$ cat src/design/elin_pkg.sv
// ---------------------------------------------------------------------------
// elin_pkg: shared types and constants
// Register indexes, easing codes and parameter defaults for the eased
// linear interpolator.
// ---------------------------------------------------------------------------
`default_nettype none
package elin_pkg;

  localparam int TIME_BITS_DEF   = 32;
  localparam int FRAC_BITS_DEF   = 16;
  localparam int SINE_DEPTH_DEF  = 1024;

  // Fixed widths of the value channels and the configuration port
  localparam int VAL_BITS  = 32;
  localparam int CFG_BITS  = 32;
  localparam int IDX_BITS  = 3;
  localparam int MODE_BITS = 3;

  typedef enum logic [IDX_BITS-1:0] {
    REG_EASING_MODE = 3'd0,
    REG_START_A     = 3'd1,
    REG_END_A       = 3'd2,
    REG_START_B     = 3'd3,
    REG_END_B       = 3'd4
  } reg_idx_t;

  typedef enum logic [MODE_BITS-1:0] {
    MODE_NONE   = 3'd0,
    MODE_LINEAR = 3'd1,
    MODE_SQUARE = 3'd2,
    MODE_SINE   = 3'd3,
    MODE_CUBE   = 3'd4
  } ease_mode_t;

  // Channel configuration seen by the interpolation stages
  typedef struct packed {
    logic signed [VAL_BITS-1:0] start_a;
    logic signed [VAL_BITS-1:0] end_a;
    logic signed [VAL_BITS-1:0] start_b;
    logic signed [VAL_BITS-1:0] end_b;
  } chan_cfg_t;

endpackage
`default_nettype wire

$ cat src/design/elin_lerp.sv
// ---------------------------------------------------------------------------
// elin_lerp: channel interpolation
// start + round((end - start) * f) for channels a and b, three stages.
// ---------------------------------------------------------------------------
`default_nettype none
module elin_lerp #(
  parameter int FRAC_BITS = elin_pkg::FRAC_BITS_DEF
) (
  input  wire logic                             clk,
  input  wire logic                             rst_n,
  input  wire logic                             en,
  input  wire elin_pkg::chan_cfg_t              chan,
  input  wire logic                             in_valid,
  input  wire logic [FRAC_BITS:0]               factor,
  output logic                                  out_valid,
  output logic [FRAC_BITS:0]                    out_factor,
  output logic signed [elin_pkg::VAL_BITS-1:0]  value_a,
  output logic signed [elin_pkg::VAL_BITS-1:0]  value_b
);
  localparam int VB = elin_pkg::VAL_BITS;
  localparam int DW = VB + 1;
  localparam int NW = DW + FRAC_BITS + 2;
  localparam logic signed [NW-1:0] HALF_N = NW'(1) << (FRAC_BITS-1);

  logic                  v1_r, v2_r, v3_r;
  logic [FRAC_BITS:0]    f1_r, f2_r, f3_r;
  logic signed [DW-1:0]  da_r, db_r;
  logic signed [VB-1:0]  sa1_r, sb1_r, sa2_r, sb2_r;
  logic signed [NW-1:0]  na_r, nb_r;
  logic signed [VB-1:0]  va_r, vb_r;
  logic signed [NW-1:0]  fs;
  logic signed [NW-1:0]  qa, qb;

  assign fs = $signed(NW'(f1_r));
  assign qa = na_r >>> FRAC_BITS;
  assign qb = nb_r >>> FRAC_BITS;

  // Advance valid bits
  always_ff @(posedge clk) begin
    if (!rst_n) begin
      v1_r <= 1'b0;
      v2_r <= 1'b0;
      v3_r <= 1'b0;
    end else if (en) begin
      v1_r <= in_valid;
      v2_r <= v1_r;
      v3_r <= v2_r;
    end
  end

  // Differences, products, sums
  always_ff @(posedge clk) begin
    if (en) begin
      f1_r  <= factor;
      sa1_r <= chan.start_a;
      sb1_r <= chan.start_b;
      da_r  <= DW'(chan.end_a) - DW'(chan.start_a);
      db_r  <= DW'(chan.end_b) - DW'(chan.start_b);

      f2_r  <= f1_r;
      sa2_r <= sa1_r;
      sb2_r <= sb1_r;
      na_r  <= NW'(da_r) * fs + HALF_N;
      nb_r  <= NW'(db_r) * fs + HALF_N;

      f3_r  <= f2_r;
      va_r  <= sa2_r + qa[VB-1:0];
      vb_r  <= sb2_r + qb[VB-1:0];
    end
  end

  assign out_valid  = v3_r;
  assign out_factor = f3_r;
  assign value_a    = va_r;
  assign value_b    = vb_r;
endmodule
`default_nettype wire

$ cat config.mk
export PLATFORM = sky130hd
export DESIGN_NAME = elin_lerp
export DESIGN_NICKNAME = d
export VERILOG_FILES = /design/src/design/elin_pkg.sv /design/src/design/elin_lerp.sv
export SDC_FILE = /design/constraint.sdc
export NUM_CORES = 2
export LEC_CHECK = 0
export BUFFER_PORTS_ARGS = -buffer_cell sky130_fd_sc_hd__buf_2
export CAP_MARGIN = 10
export CORE_ASPECT_RATIO = 1.2
export CORE_UTILIZATION = 25
export DETAILED_ROUTE_END_ITERATION = 12
export PLACE_DENSITY = 0.48
export SETUP_SLACK_MARGIN = 0.5
export SLEW_MARGIN = 20
export SYNTH_ARGS = -nofsm -noshare
export SYNTH_HDL_FRONTEND = slang
export SYNTH_SLANG_ARGS = --single-unit
$ cat constraint.sdc
create_clock -name clk -period 8.9 [get_ports clk]
set_clock_uncertainty 0.05 [all_clocks]
set_input_delay 1.78 -clock clk [delete_from_list [all_inputs] [get_ports clk]]
set_output_delay 1.78 -clock clk [all_outputs]
set_load 0.02 [all_outputs]
* Word-level counts from Yosys, hierarchy flattened
Cells that the tools add are included.
Word-level totals: input port bits 149, word-level logic and storage cells 24, RAM bits 0, memories 0, bits in read-only memories 0, register bits after elaboration 408, output and inout bits 82, latch bits 0
Cells by class: multiply operators 2, reductions and logical operators 0, muxes and demuxes 0, shift-type cells 0, div/mod/pow operators 0, $add $sub $neg 6, magnitude comparators 0, equal/unequal tests 0, bitwise logic cells 0
Operators by type and width (number):
- adder 48 x 17 -> 48 bit, second input constant | 2
- multiplier 33 x 18 -> 48 bit | 2
- subtractor 32 x 32 -> 33 bit | 2
- adder 32 bit | 2

* Longest topological paths before layout
depth in word-level cells 2, mapped depth 28, depth with buffers taken out 26

* Worst setup path after synthesis
OpenSTA, ideal clock, no wires.
path type reg-to-reg, start point register f1_r[9], end point register na_r[41] (data pin), setup time 0.258 ns, setup slack 2.140 ns, stages on the path, launching flop included 25, required time 8.592 ns, period minus slack after synthesis 6.760 ns, arrival time 6.452 ns, path through edfxtp_1 -> clkbuf_1 -> clkbuf_1 -> nand2_1 -> fa_1 -> inv_1 -> fa_1 -> fa_1 -> fa_1 -> fa_1 -> inv_1 -> fa_1 -> inv_1 -> ha_1 -> a21oi_1 -> o211ai_1 -> a211oi_1 -> a21oi_1 -> a31oi_1 -> a31oi_1 -> a21oi_1 -> o211ai_1 -> a221o_1 -> a21oi_1 -> xnor2_1
On the way: longest elaborated chain between the ends 2
RTL lines:
- from (decl) | RTL line elin_lerp.sv:26 | logic [FRAC_BITS:0] f1_r, f2_r, f3_r;
- from (signal assigned) | RTL line elin_lerp.sv:54 | f1_r <= factor;
- multiplier 33 x 18 -> 48 bit | RTL line elin_lerp.sv:63 | na_r <= NW'(da_r) * fs + HALF_N;
- adder 48 x 17 -> 48 bit | RTL line elin_lerp.sv:63
- to (signal assigned) | RTL line elin_lerp.sv:63
- to (decl) | RTL line elin_lerp.sv:29 | logic signed [NW-1:0] na_r, nb_r;
No other way between the ends. A chain may end at the register's enable or synchronous reset.

* Worst setup path after layout
start point register f1_r[5], end point register na_r[46] (data pin)
Same word-level chain as after synthesis.

==> impl_metrics.csv <==
group,metric,value,unit
setup_path,crit_type,"reg -> reg",
clock_tree,cts_buffers,50,
logic_synthesis,yosys.area.top_type,"fa_1",
sta,hold_viol_final,0,
global_route,overflow,0,
die,fp.dieW,428,µm
die,ios,231,
sta,tns,0,ns
routing,vias,35400,
die,std_cell_rows,187,
routing,drc,0,
global_route,grt_pass1_wl,230000,µm
sta,worst_pin_slew,0.993,ns
global_route,antenna_found_initial,7,
placed_design,io_buffer_count,230,
sta,timing.final.crit_period,7.99,ns
logic_synthesis,synth_area_leaders,"fa_1 (38%), edfxtp_1 (21%), ha_1 (9.5%)",
clock_tree,clock_latency,0.66,ns
setup_path,cp.required,9.22,ns
final_layout,finalNetCount,7008,
final_layout,fillers,22900,
setup_path,crit_start,"f1_r[5]",
global_route,grt_pass1_vias,39600,
logic_synthesis,yosysSeqAreaShare,0.207,
logic_synthesis,synth_cells,5261,
setup_path,reg2reg_from,"f1_r[5]",
routing,wl_per_cell,17.7,µm
logic_synthesis,ys.flop_type,"edfxtp_1",
clock_tree,cts_max_level,2,
job,maxCapViolCount,0,
sta,maxSlewHeadroom,0.331,
setup_path,cp_max_fo,27,
setup_path,startpoint_type,"register",
clock_tree,cts_sinks,376,
sta,fmax,0.125,GHz
logic_synthesis,syn_nets,6856,
sta,setup_viol,0,
clock_tree,clkSlewWorstSetupHoldPaths,0.06,ns
sta,rsz0062_at_grt,"no",
logic_synthesis,ys.warnings.count,0,
global_route,grt_max_degree,143,
clock_tree,cts_tree,"yes",
die,fp.coreArea,0.216,mm²
routing,drt-total-wl,146000,µm
logic_synthesis,postSynth.asyncResetShare,0,
final_layout,area_delta_synth_final,11.6,%
clock_tree,clockRootBuffer,"clkbuf_16",
sta,slew_viol_final,0,
logic_synthesis,synth.avg_cell_area,10.3,µm²
logic_synthesis,synth_enable_flop_cells,373,
die,die_y,513,µm
logic_synthesis,synth.distinct_cells,63,
die,start_util,0.251,
routing,first_pass_iters,5,
routing,ant_nets,0,
logic_synthesis,synth-seq-cells,376,
global_route,grt_use_total,0.137,
clock_tree,clock_path_buffers,3,
logic_synthesis,synth_area,0.0544,mm²
placed_design,gp_congestion,0.811,
setup_path,end_kind,"register",
routing,drtIter0Drc,1558,
setup_path,arrival,8.31,ns
min_path,worstHoldPathType,"reg -> reg",
logic_synthesis,yosysTopAreaCellShare,0.381,
routing,viasPerCell,4.26,
min_path,min-delay-start,"sb1_r[21]",
sta,post-route-period-util,0.898,
die,dieArea,0.219,mm²
placed_design,dp_hpwl,116000,µm
run_status,status,"finished clean",
final_layout,drive_gt1_frac,0.0693,
[sequential cells by signal, indices dropped and copies added (netlist names)]
| name | count |
|---|---|
| f1_r | 17 |
| sb1_r | 32 |
| sa1_r | 32 |
| sb2_r | 32 |
| out_factor | 17 |
| db_r | 33 |
| v1_r | 1 |
| value_b | 32 |
| da_r | 33 |
| sa2_r | 32 |
| f2_r | 17 |
| v2_r | 1 |
| nb_r | 32 |
| value_a | 32 |
| out_valid | 1 |
| na_r | 32 |
[routing by layer]
metal	GRT usage	vias to the layer above	wire, µm
li1	-	16300	-
met1	0.160	18400	58400
met2	0.258	490	79400
met3	0.0122	187	3530
met4	0.0469	2	5120
met5	0	-	13
[area by class of cell]
class	count	area (µm²)	area share
diodes	5	12.5	0.000206
repair buffers	286	1750	0.0289
well taps	2835	3550	0.0585
inverters	1191	4470	0.0737
flip-flops and latches	376	11300	0.186
clock inverters	34	397	0.00654
clock buffers	57	1280	0.0211
multi-input cells	3508	38000	0.626
[path summary, 6_finish.rpt]
| check | to | slack (ns) | cells past startpoint |
|---|---|---|---|
| max reg2reg | na_r[46] | 0.91 | 23 |
| min | sb2_r[21] | 0.35 | 0 |
| min reg2reg | sb2_r[21] | 0.35 | 0 |
| max | na_r[46] | 0.91 | 23 |
[worst max-delay path: stages, from the launching register on]
cell      delay [ns]
edfxtp_1        0.77
and2_1          0.32
fa_1            0.53
inv_1           0.07
fa_1            0.49
fa_1            0.54
inv_1           0.07
fa_1            0.51
fa_1            0.49
inv_1           0.05
fa_1            0.47
inv_1           0.04
ha_1            0.31
a21oi_1         0.27
o211ai_1        0.20
a211oi_1        0.27
a21oi_1         0.20
a31oi_1         0.56
a31oi_2         0.31
a41oi_1         0.53
o211a_1         0.28
nand2b_1        0.09
a21oi_1         0.18
xnor2_1         0.08
[cells in the mapped netlist (all sizes together), types with 4 or more instances]
cell type / number
nor2: 111
a21boi: 11
ha: 412
a2111oi: 6
xnor2: 134
and2: 759
nor3: 31
nor2b: 28
o31a: 9
or3: 6
a221o: 5
o21a: 27
nand2: 423
o21ai: 71
a211o: 5
a21o: 63
inv: 1191
clkbuf: 186
a211oi: 13
fa: 1034
or2: 6
a41oi: 4
nand3: 27
xor2: 51
nor4: 4
o31ai: 7
nand2b: 21
and3: 23
edfxtp: 373
o211ai: 11
a31oi: 15
a21oi: 132
nand4: 11
o21bai: 13
[kinds of logic (layout without fill, tap and decap cells)]
group,after synthesis,in the layout,synth area share
multiplexers,3,3,0.000552
other,0,5,0
buffers and inverters,1377,1568,0.0951
AO/OA/AOI/OAI,412,412,0.0492
AND/OR/NAND/NOR,1462,1462,0.143
adder cells (fa/ha/maj),1446,1446,0.476
flip-flops,376,376,0.207
XOR/XNOR,185,185,0.0298
[cell usage in the layout (no fill, tap or decap), types with 111 or more instances in the layout]
master    instances
edfxtp_1        373
inv_1          1191
nor2_1          111
xnor2_1         134
and2_1          759
buf_2           229
fa_1           1034
nand2_1         423
ha_1            412
a21oi_1         132
[stage by stage]
step	instances	hold slack (ns)	worst slack [ns]	util	cell area, µm²
global route	8288	0.362	0.527	0.281	60700
global placement	8192	0.350	0.847	0.273	58900
finish	8292	0.355	0.910	0.281	60700
CTS	8283	0.352	0.738	0.280	60600
floorplan	5261	0.350	2.14	-	54400
detailed placement	8192	0.355	0.789	0.273	58900
[timing repair]
| item | CTS | global route |
|---|---|---|
| setup endpoints to repair | 0 | 4 |
| hold buffers | 0 | 0 |
| resized for setup | 0 | 1 |
| setup buffers | 0 | 4 |
Power is not shown: default switching activity piles up to over one toggle a cycle in this logic, so the estimate is an artifact.
