$ cat src/design/elin_pkg.sv
// ---------------------------------------------------------------------------
// elin_pkg: shared types and constants
// Register indexes, easing codes and parameter defaults for the eased
// linear interpolator.
// ---------------------------------------------------------------------------
`default_nettype none
package elin_pkg;

  localparam int TIME_BITS_DEF   = 32;
  localparam int FRAC_BITS_DEF   = 16;
  localparam int SINE_DEPTH_DEF  = 1024;

  // Fixed widths of the value channels and the configuration port
  localparam int VAL_BITS  = 32;
  localparam int CFG_BITS  = 32;
  localparam int IDX_BITS  = 3;
  localparam int MODE_BITS = 3;

  typedef enum logic [IDX_BITS-1:0] {
    REG_EASING_MODE = 3'd0,
    REG_START_A     = 3'd1,
    REG_END_A       = 3'd2,
    REG_START_B     = 3'd3,
    REG_END_B       = 3'd4
  } reg_idx_t;

  typedef enum logic [MODE_BITS-1:0] {
    MODE_NONE   = 3'd0,
    MODE_LINEAR = 3'd1,
    MODE_SQUARE = 3'd2,
    MODE_SINE   = 3'd3,
    MODE_CUBE   = 3'd4
  } ease_mode_t;

  // Channel configuration seen by the interpolation stages
  typedef struct packed {
    logic signed [VAL_BITS-1:0] start_a;
    logic signed [VAL_BITS-1:0] end_a;
    logic signed [VAL_BITS-1:0] start_b;
    logic signed [VAL_BITS-1:0] end_b;
  } chan_cfg_t;

endpackage
`default_nettype wire

$ cat src/design/elin_div.sv
// ---------------------------------------------------------------------------
// elin_div: progress divider
// Pipelined restoring division t = elapsed/life_span, one quotient bit per
// stage, saturated to one.
// ---------------------------------------------------------------------------
`default_nettype none
module elin_div #(
  parameter int TIME_BITS = elin_pkg::TIME_BITS_DEF,
  parameter int FRAC_BITS = elin_pkg::FRAC_BITS_DEF
) (
  input  wire logic                 clk,
  input  wire logic                 rst_n,
  input  wire logic                 en,
  input  wire logic                 in_valid,
  input  wire logic [TIME_BITS-1:0] elapsed,
  input  wire logic [TIME_BITS-1:0] span,
  output logic                      out_valid,
  output logic [FRAC_BITS:0]        progress
);
  localparam logic [FRAC_BITS:0] ONE_Q = (FRAC_BITS+1)'(1) << FRAC_BITS;

  logic                 v_r   [FRAC_BITS+1];
  logic                 sat_r [FRAC_BITS+1];
  logic [TIME_BITS-1:0] rem_r [FRAC_BITS+1];
  logic [TIME_BITS-1:0] div_r [FRAC_BITS+1];
  logic [FRAC_BITS-1:0] q_r   [FRAC_BITS+1];

  // Capture stage: flag saturation
  always_ff @(posedge clk) begin
    if (!rst_n) begin
      v_r[0] <= 1'b0;
    end else if (en) begin
      v_r[0] <= in_valid;
    end
    if (en) begin
      sat_r[0] <= (span == '0) || (elapsed >= span);
      rem_r[0] <= elapsed;
      div_r[0] <= span;
      q_r[0]   <= '0;
    end
  end

  // One restoring step per stage
  for (genvar k = 1; k <= FRAC_BITS; k++) begin : g_step
    logic [TIME_BITS:0] rem2;
    logic               ge;
    assign rem2 = {rem_r[k-1], 1'b0};
    assign ge   = rem2 >= {1'b0, div_r[k-1]};

    always_ff @(posedge clk) begin
      if (!rst_n) begin
        v_r[k] <= 1'b0;
      end else if (en) begin
        v_r[k] <= v_r[k-1];
      end
      if (en) begin
        sat_r[k] <= sat_r[k-1];
        div_r[k] <= div_r[k-1];
        rem_r[k] <= ge ? TIME_BITS'(rem2 - {1'b0, div_r[k-1]}) : rem2[TIME_BITS-1:0];
        q_r[k]   <= {q_r[k-1][FRAC_BITS-2:0], ge};
      end
    end
  end

  assign out_valid = v_r[FRAC_BITS];
  assign progress  = sat_r[FRAC_BITS] ? ONE_Q : {1'b0, q_r[FRAC_BITS]};
endmodule
`default_nettype wire

$ cat config.mk
export PLATFORM = sky130hd
export DESIGN_NAME = elin_div
export DESIGN_NICKNAME = d
export VERILOG_FILES = /design/src/design/elin_pkg.sv /design/src/design/elin_div.sv
export SDC_FILE = /design/constraint.sdc
export NUM_CORES = 2
export LEC_CHECK = 0
export BUFFER_PORTS_ARGS = -buffer_cell sky130_fd_sc_hd__buf_4
export CAP_MARGIN = 20
export CORE_MARGIN = 2
export CORE_UTILIZATION = 35
export DETAILED_ROUTE_END_ITERATION = 12
export PLACE_DENSITY = 0.47
export SYNTH_ARGS = -nofsm -noshare
export SYNTH_HDL_FRONTEND = slang
export SYNTH_SLANG_ARGS = --single-unit
$ cat constraint.sdc
create_clock -name clk -period 5.6 [get_ports clk]
set_input_delay 1.12 -clock clk [delete_from_list [all_inputs] [get_ports clk]]
set_output_delay 1.12 -clock clk [all_outputs]
set_load 0.02 [all_outputs]
* Word-level counts from Yosys, hierarchy flattened
Memories as Yosys holds them, arrays and structs flattened.
Index checks and enable logic that the tools add are counted.
** Cells by class
- Bitwise logic cells :: 17
- Muxes and demuxes :: 39
- Order comparisons :: 17
- Reductions and logical operators :: 2
- Add/sub/neg operators :: 16
** Operators with widths (number)
- 33-bit by 32-bit >= comparator with 1-bit output :: 16
- 32-bit two-way mux :: 16
- 32-bit subtractor :: 16
- 32-bit >= comparator :: 1
- 32-bit zero test :: 1
- 1-bit two-way mux :: 22
- 17-bit two-way mux :: 1
- 1-bit bitwise OR :: 17
- 1-bit logical OR :: 1
** Word-level totals
- Memory bits (writable) :: 1394
- Memories :: 5
- Output and inout port bits :: 18
- Register bits :: 0
- Input bits :: 68
- Word-level logic and storage cells :: 96
** Memory list
- div_r :: words 17, width 32, rd ports 16, clocked after Yosys merged registers in 0, write ports 17, RTL line elin_div.sv:25 : logic [TIME_BITS-1:0] div_r [FRAC_BITS+1];
- rem_r :: words 17, width 32, rd ports 16, clocked after Yosys merged registers in 0, write ports 17, RTL line elin_div.sv:24 : logic [TIME_BITS-1:0] rem_r [FRAC_BITS+1];
- q_r :: words 17, width 16, rd ports 17, clocked after Yosys merged registers in 0, write ports 17, RTL line elin_div.sv:26 : logic [FRAC_BITS-1:0] q_r [FRAC_BITS+1];
- sat_r :: words 17, width 1, rd ports 17, clocked after Yosys merged registers in 0, write ports 17, RTL line elin_div.sv:23 : logic sat_r [FRAC_BITS+1];
- v_r :: words 17, width 1, rd ports 17, clocked after Yosys merged registers in 0, write ports 17, RTL line elin_div.sv:22 : logic v_r [FRAC_BITS+1];

* Longest topological paths before layout
- Depth after elaboration :: 4
- Depth in mapped cells :: 15
- Depth with buffers taken out :: 12

* Least setup slack after synthesis
No wires, ideal clock.
- Path type :: register to register
- Start point :: memory div_r[0][161] (netlist bit)
- End point :: memory rem_r[0][196] (netlist bit) (data pin)
- Setup time :: 260 ps
- Arrival :: 3167 ps
- Required time :: 5340 ps
- Slack :: 2173 ps
- Path buffers :: 2
- Stages on the path, launching flop included :: 15
- Period minus slack after synthesis :: 3427 ps
- Cell sequence :: edfxtp_1 inv_1 ha_1 nor2b_1 o31a_1 o31ai_1 a21oi_1 o311a_1 o221ai_1 o21ai_0 a31oi_1 o211a_1 buf_2 buf_4 mux2_2
** RTL lines (RTL line)
- from (decl) :: elin_div.sv:25
- to (decl) :: elin_div.sv:24

==> reports/results.txt <==
TNS Setup -> 0 ns
WP data arrival -> 5.17 ns
Core area -> 0.1968 sq mm
Max Clk Rate -> 213.5 MHz
Post-Syn Area -> 0.06910 sq mm
Worst hold path class -> reg -> reg
Inst Count DP -> 8824
Clock root buffer -> clkbuf_16
Final nets -> 6956
Yosys cell types -> 91
Antenna violations before repair -> 1
#FFs+latches synth -> 1194
First-pass GRT wire length -> 267400 um
Slew HR -> 0.1665
Hold_sp -> q_r[0][180]$_DFFE_PP_
Area occupied by multi-input gates -> 0.03021 sq mm
Global-route usage over all layers -> 0.1718
Via density -> 5.100
Post-CTS Hold Buffers -> 0
CTS resizes -> 0
Crit end category -> flip-flop
Critical Path RT -> 6.09 ns
FFs w/ async S/R, synth -> 0
Routability Congestion -> 0.8764
Tmin final -> 4.683 ns
Max FO, Critical Path -> 32
Die height -> 448.3 um
Largest net degree at the start of global routing -> 174
FF+latch area -> 0.03584 sq mm
Tightest Pin Transition -> 1.240 ns
DR vias -> 46330
Final Hold Viols -> 0
# rows -> 163
Total power -> 44.44 mW
Drt total wl -> 173100 um
Post-synthesis sequential area ratio -> 0.5188
Final setup violation count -> 0
Hpwl dp -> 132600 um
RSZ-0062 raised after global routing -> false
Worst hold slack -> 0.4108 ns
Power per cell area -> 570.1 mW/mm^2
I/O pin cnt -> 86
Post-Synthesis Cells -> 6198
Kind of critical path -> reg -> reg
Mapped Avg Cell Area -> 11.15 sq um
Layout cells sized above 1 -> 0.09435
Worst VDD drop -> 0.0003037 V
Initial DRC count -> 2991
Slew Limit Fails -> 0
Clk sinks -> 1194
Die Width -> 448.3 um
Pleak -> 31.71 nW
CP startpoint kind -> flip-flop
Syn nets -> 6824
Clk_skew -> 0.05614 ns
Yosys warning count -> 0
Worst setup startpoint -> div_r[0][161]$_DFFE_PP_
Number of buffers created by CTS -> 143
Number of global-route vias before repair -> 46640
Clk slew on worst S/H paths -> 0.06 ns
I/O Buffers -> 85
Setup bufs post-CTS -> 0
Status -> finished, final reports clean
Reg2reg start -> div_r[0][161]$_DFFE_PP_
Synth Flop Type -> edfxtp_1
Clock Latency Late Sink -> 0.79 ns
Final non-filler cell total -> 9085
Clock tree buffer depth -> 3
Initial Utilization -> 0.3511
1st-pass router iterations -> 5
CTS tree -> done
Global route overflow -> 0
Die ar. -> 0.2010 sq mm
EDFF count, synth -> 1193
Routed Antenna Nets -> 0
Fillers -> 18930
Final period util -> 0.8362
H-tree levels -> 4
Drt wl/cell -> 19.05 um
Max_cap viols -> 0
# DRC -> 0
P&R area growth vs syn -> 12.79%
==> cell families after synthesis <==
| logic type | count (synthesis) | share of synthesized area |
|---|---|---|
| flops | 1194 | 0.5188 |
| mux | 219 | 0.03551 |
| fa+ha+maj | 558 | 0.1027 |
| buf+inv | 812 | 0.04543 |
| simple gates | 1343 | 0.09364 |
| xor+xnor | 391 | 0.04956 |
| compound gates | 1681 | 0.1544 |
==> power breakdown <==
part	total [mW]	switching, mW	leakage (nW)	internal (mW)
clock network	9.76	3.89	2.36	5.87
logic	20.0	11.2	17.7	8.78
registers	14.7	1.46	11.7	13.2
total	44.4	16.6	31.7	27.9
==> layout make-up <==
cell class | count | share of cell area
diodes | 1 | 0.00003211
clock buffers | 166 | 0.04729
clock inverters | 93 | 0.01596
inverters | 664 | 0.03198
multi-input cells | 4192 | 0.3876
flip-flops and latches | 1194 | 0.4599
well taps | 2640 | 0.04238
repair buffers | 135 | 0.01490
==> cells in the mapped netlist, types with 9 or more instances <==
library cell,n,share of area
a31oi_1,59,0.0053
mux2i_1,19,0.0028
xnor2_1,231,0.029
and2_1,33,0.0030
o31ai_1,34,0.0037
o2111ai_1,9,0.0011
nor3_1,55,0.0040
o21a_1,85,0.0092
a21o_1,258,0.028
o211ai_1,31,0.0034
nor2b_1,105,0.0095
nor3b_1,14,0.0015
buf_2,28,0.0020
nand3_1,99,0.0072
or2_2,24,0.0022
nand2b_1,61,0.0055
or3_1,14,0.0013
and4_1,17,0.0022
a21oi_1,535,0.039
o21bai_1,49,0.0053
fa_1,15,0.0043
a31o_2,10,0.0013
nor2_1,383,0.021
clkbuf_1,100,0.0054
nor4_1,26,0.0024
a221oi_1,10,0.0013
mux2_2,197,0.032
o21ai_0,360,0.026
a211o_1,17,0.0022
a41oi_1,10,0.0013
a221o_1,13,0.0019
edfxtp_1,1193,0.52
and3_1,58,0.0053
nand4_1,75,0.0068
a21boi_0,15,0.0016
xor2_1,160,0.020
buf_4,9,0.00098
inv_1,664,0.036
o31a_1,30,0.0038
nand2_1,355,0.019
ha_1,543,0.098
a2111oi_0,13,0.0016
a211oi_1,46,0.0050
==> critical path, stage by stage, from the launching register on <==
cell	delay [ns]
edfxtp_1	0.44
inv_1	0.09
ha_1	0.23
nor2b_1	0.15
o31a_1	0.29
o31ai_1	0.42
a21oi_1	0.21
o311a_1	0.38
o221ai_1	0.37
o21ai_0	0.20
a31oi_1	0.28
o211a_2	0.90
mux2_2	0.42
==> sequential cells by signal, indices dropped and copies added, names as in the netlist <==
signal,flops
div_r,512
v_r,17
q_r,136
sat_r,17
rem_r,512
==> worst paths after layout <==
check                            endpoint  slack [ns]  depth (start not counted)
setup / recovery  rem_r[0][201]$_DFFE_PP_        0.92                         12
hold reg to reg     q_r[0][197]$_DFFE_PP_        0.41                          0
hold / removal      q_r[0][197]$_DFFE_PP_        0.41                          0
setup reg to reg  rem_r[0][201]$_DFFE_PP_        0.92                         12
==> routing by layer <==
metal  track usage  routed length, um  part of all wire
met5             0                  0                 0
met3       0.02203               5132             0.030
met1        0.2094              74660              0.43
met2        0.3039              85810              0.50
met4       0.07365               7503             0.043
==> through the flow <==
step | cell area [sq um] | utilization | setup WS [ns]
CTS | 77920 | 0.3959 | 0.9591
finish | 77940 | 0.3960 | 0.9171
global route | 77940 | 0.3960 | 0.5834
detailed placement | 72990 | 0.3709 | 1.013
global placement | 72980 | 0.3708 | 1.034
floorplan | 69100 | - | 2.173
==> cells in the final DEF (no fill, tap or decap), drive strengths merged, types with 99 or more instances in the layout <==
cell and count:
nor2 383, nand3 99, a21oi 539, o21ai 370
edfxtp 1193, a21o 258, nand2 355, buf 135
inv 674, nor2b 105, mux2 200, ha 543
xor2 160, clkbuf 166, xnor2 231
(Power assumes the default switching activity.)
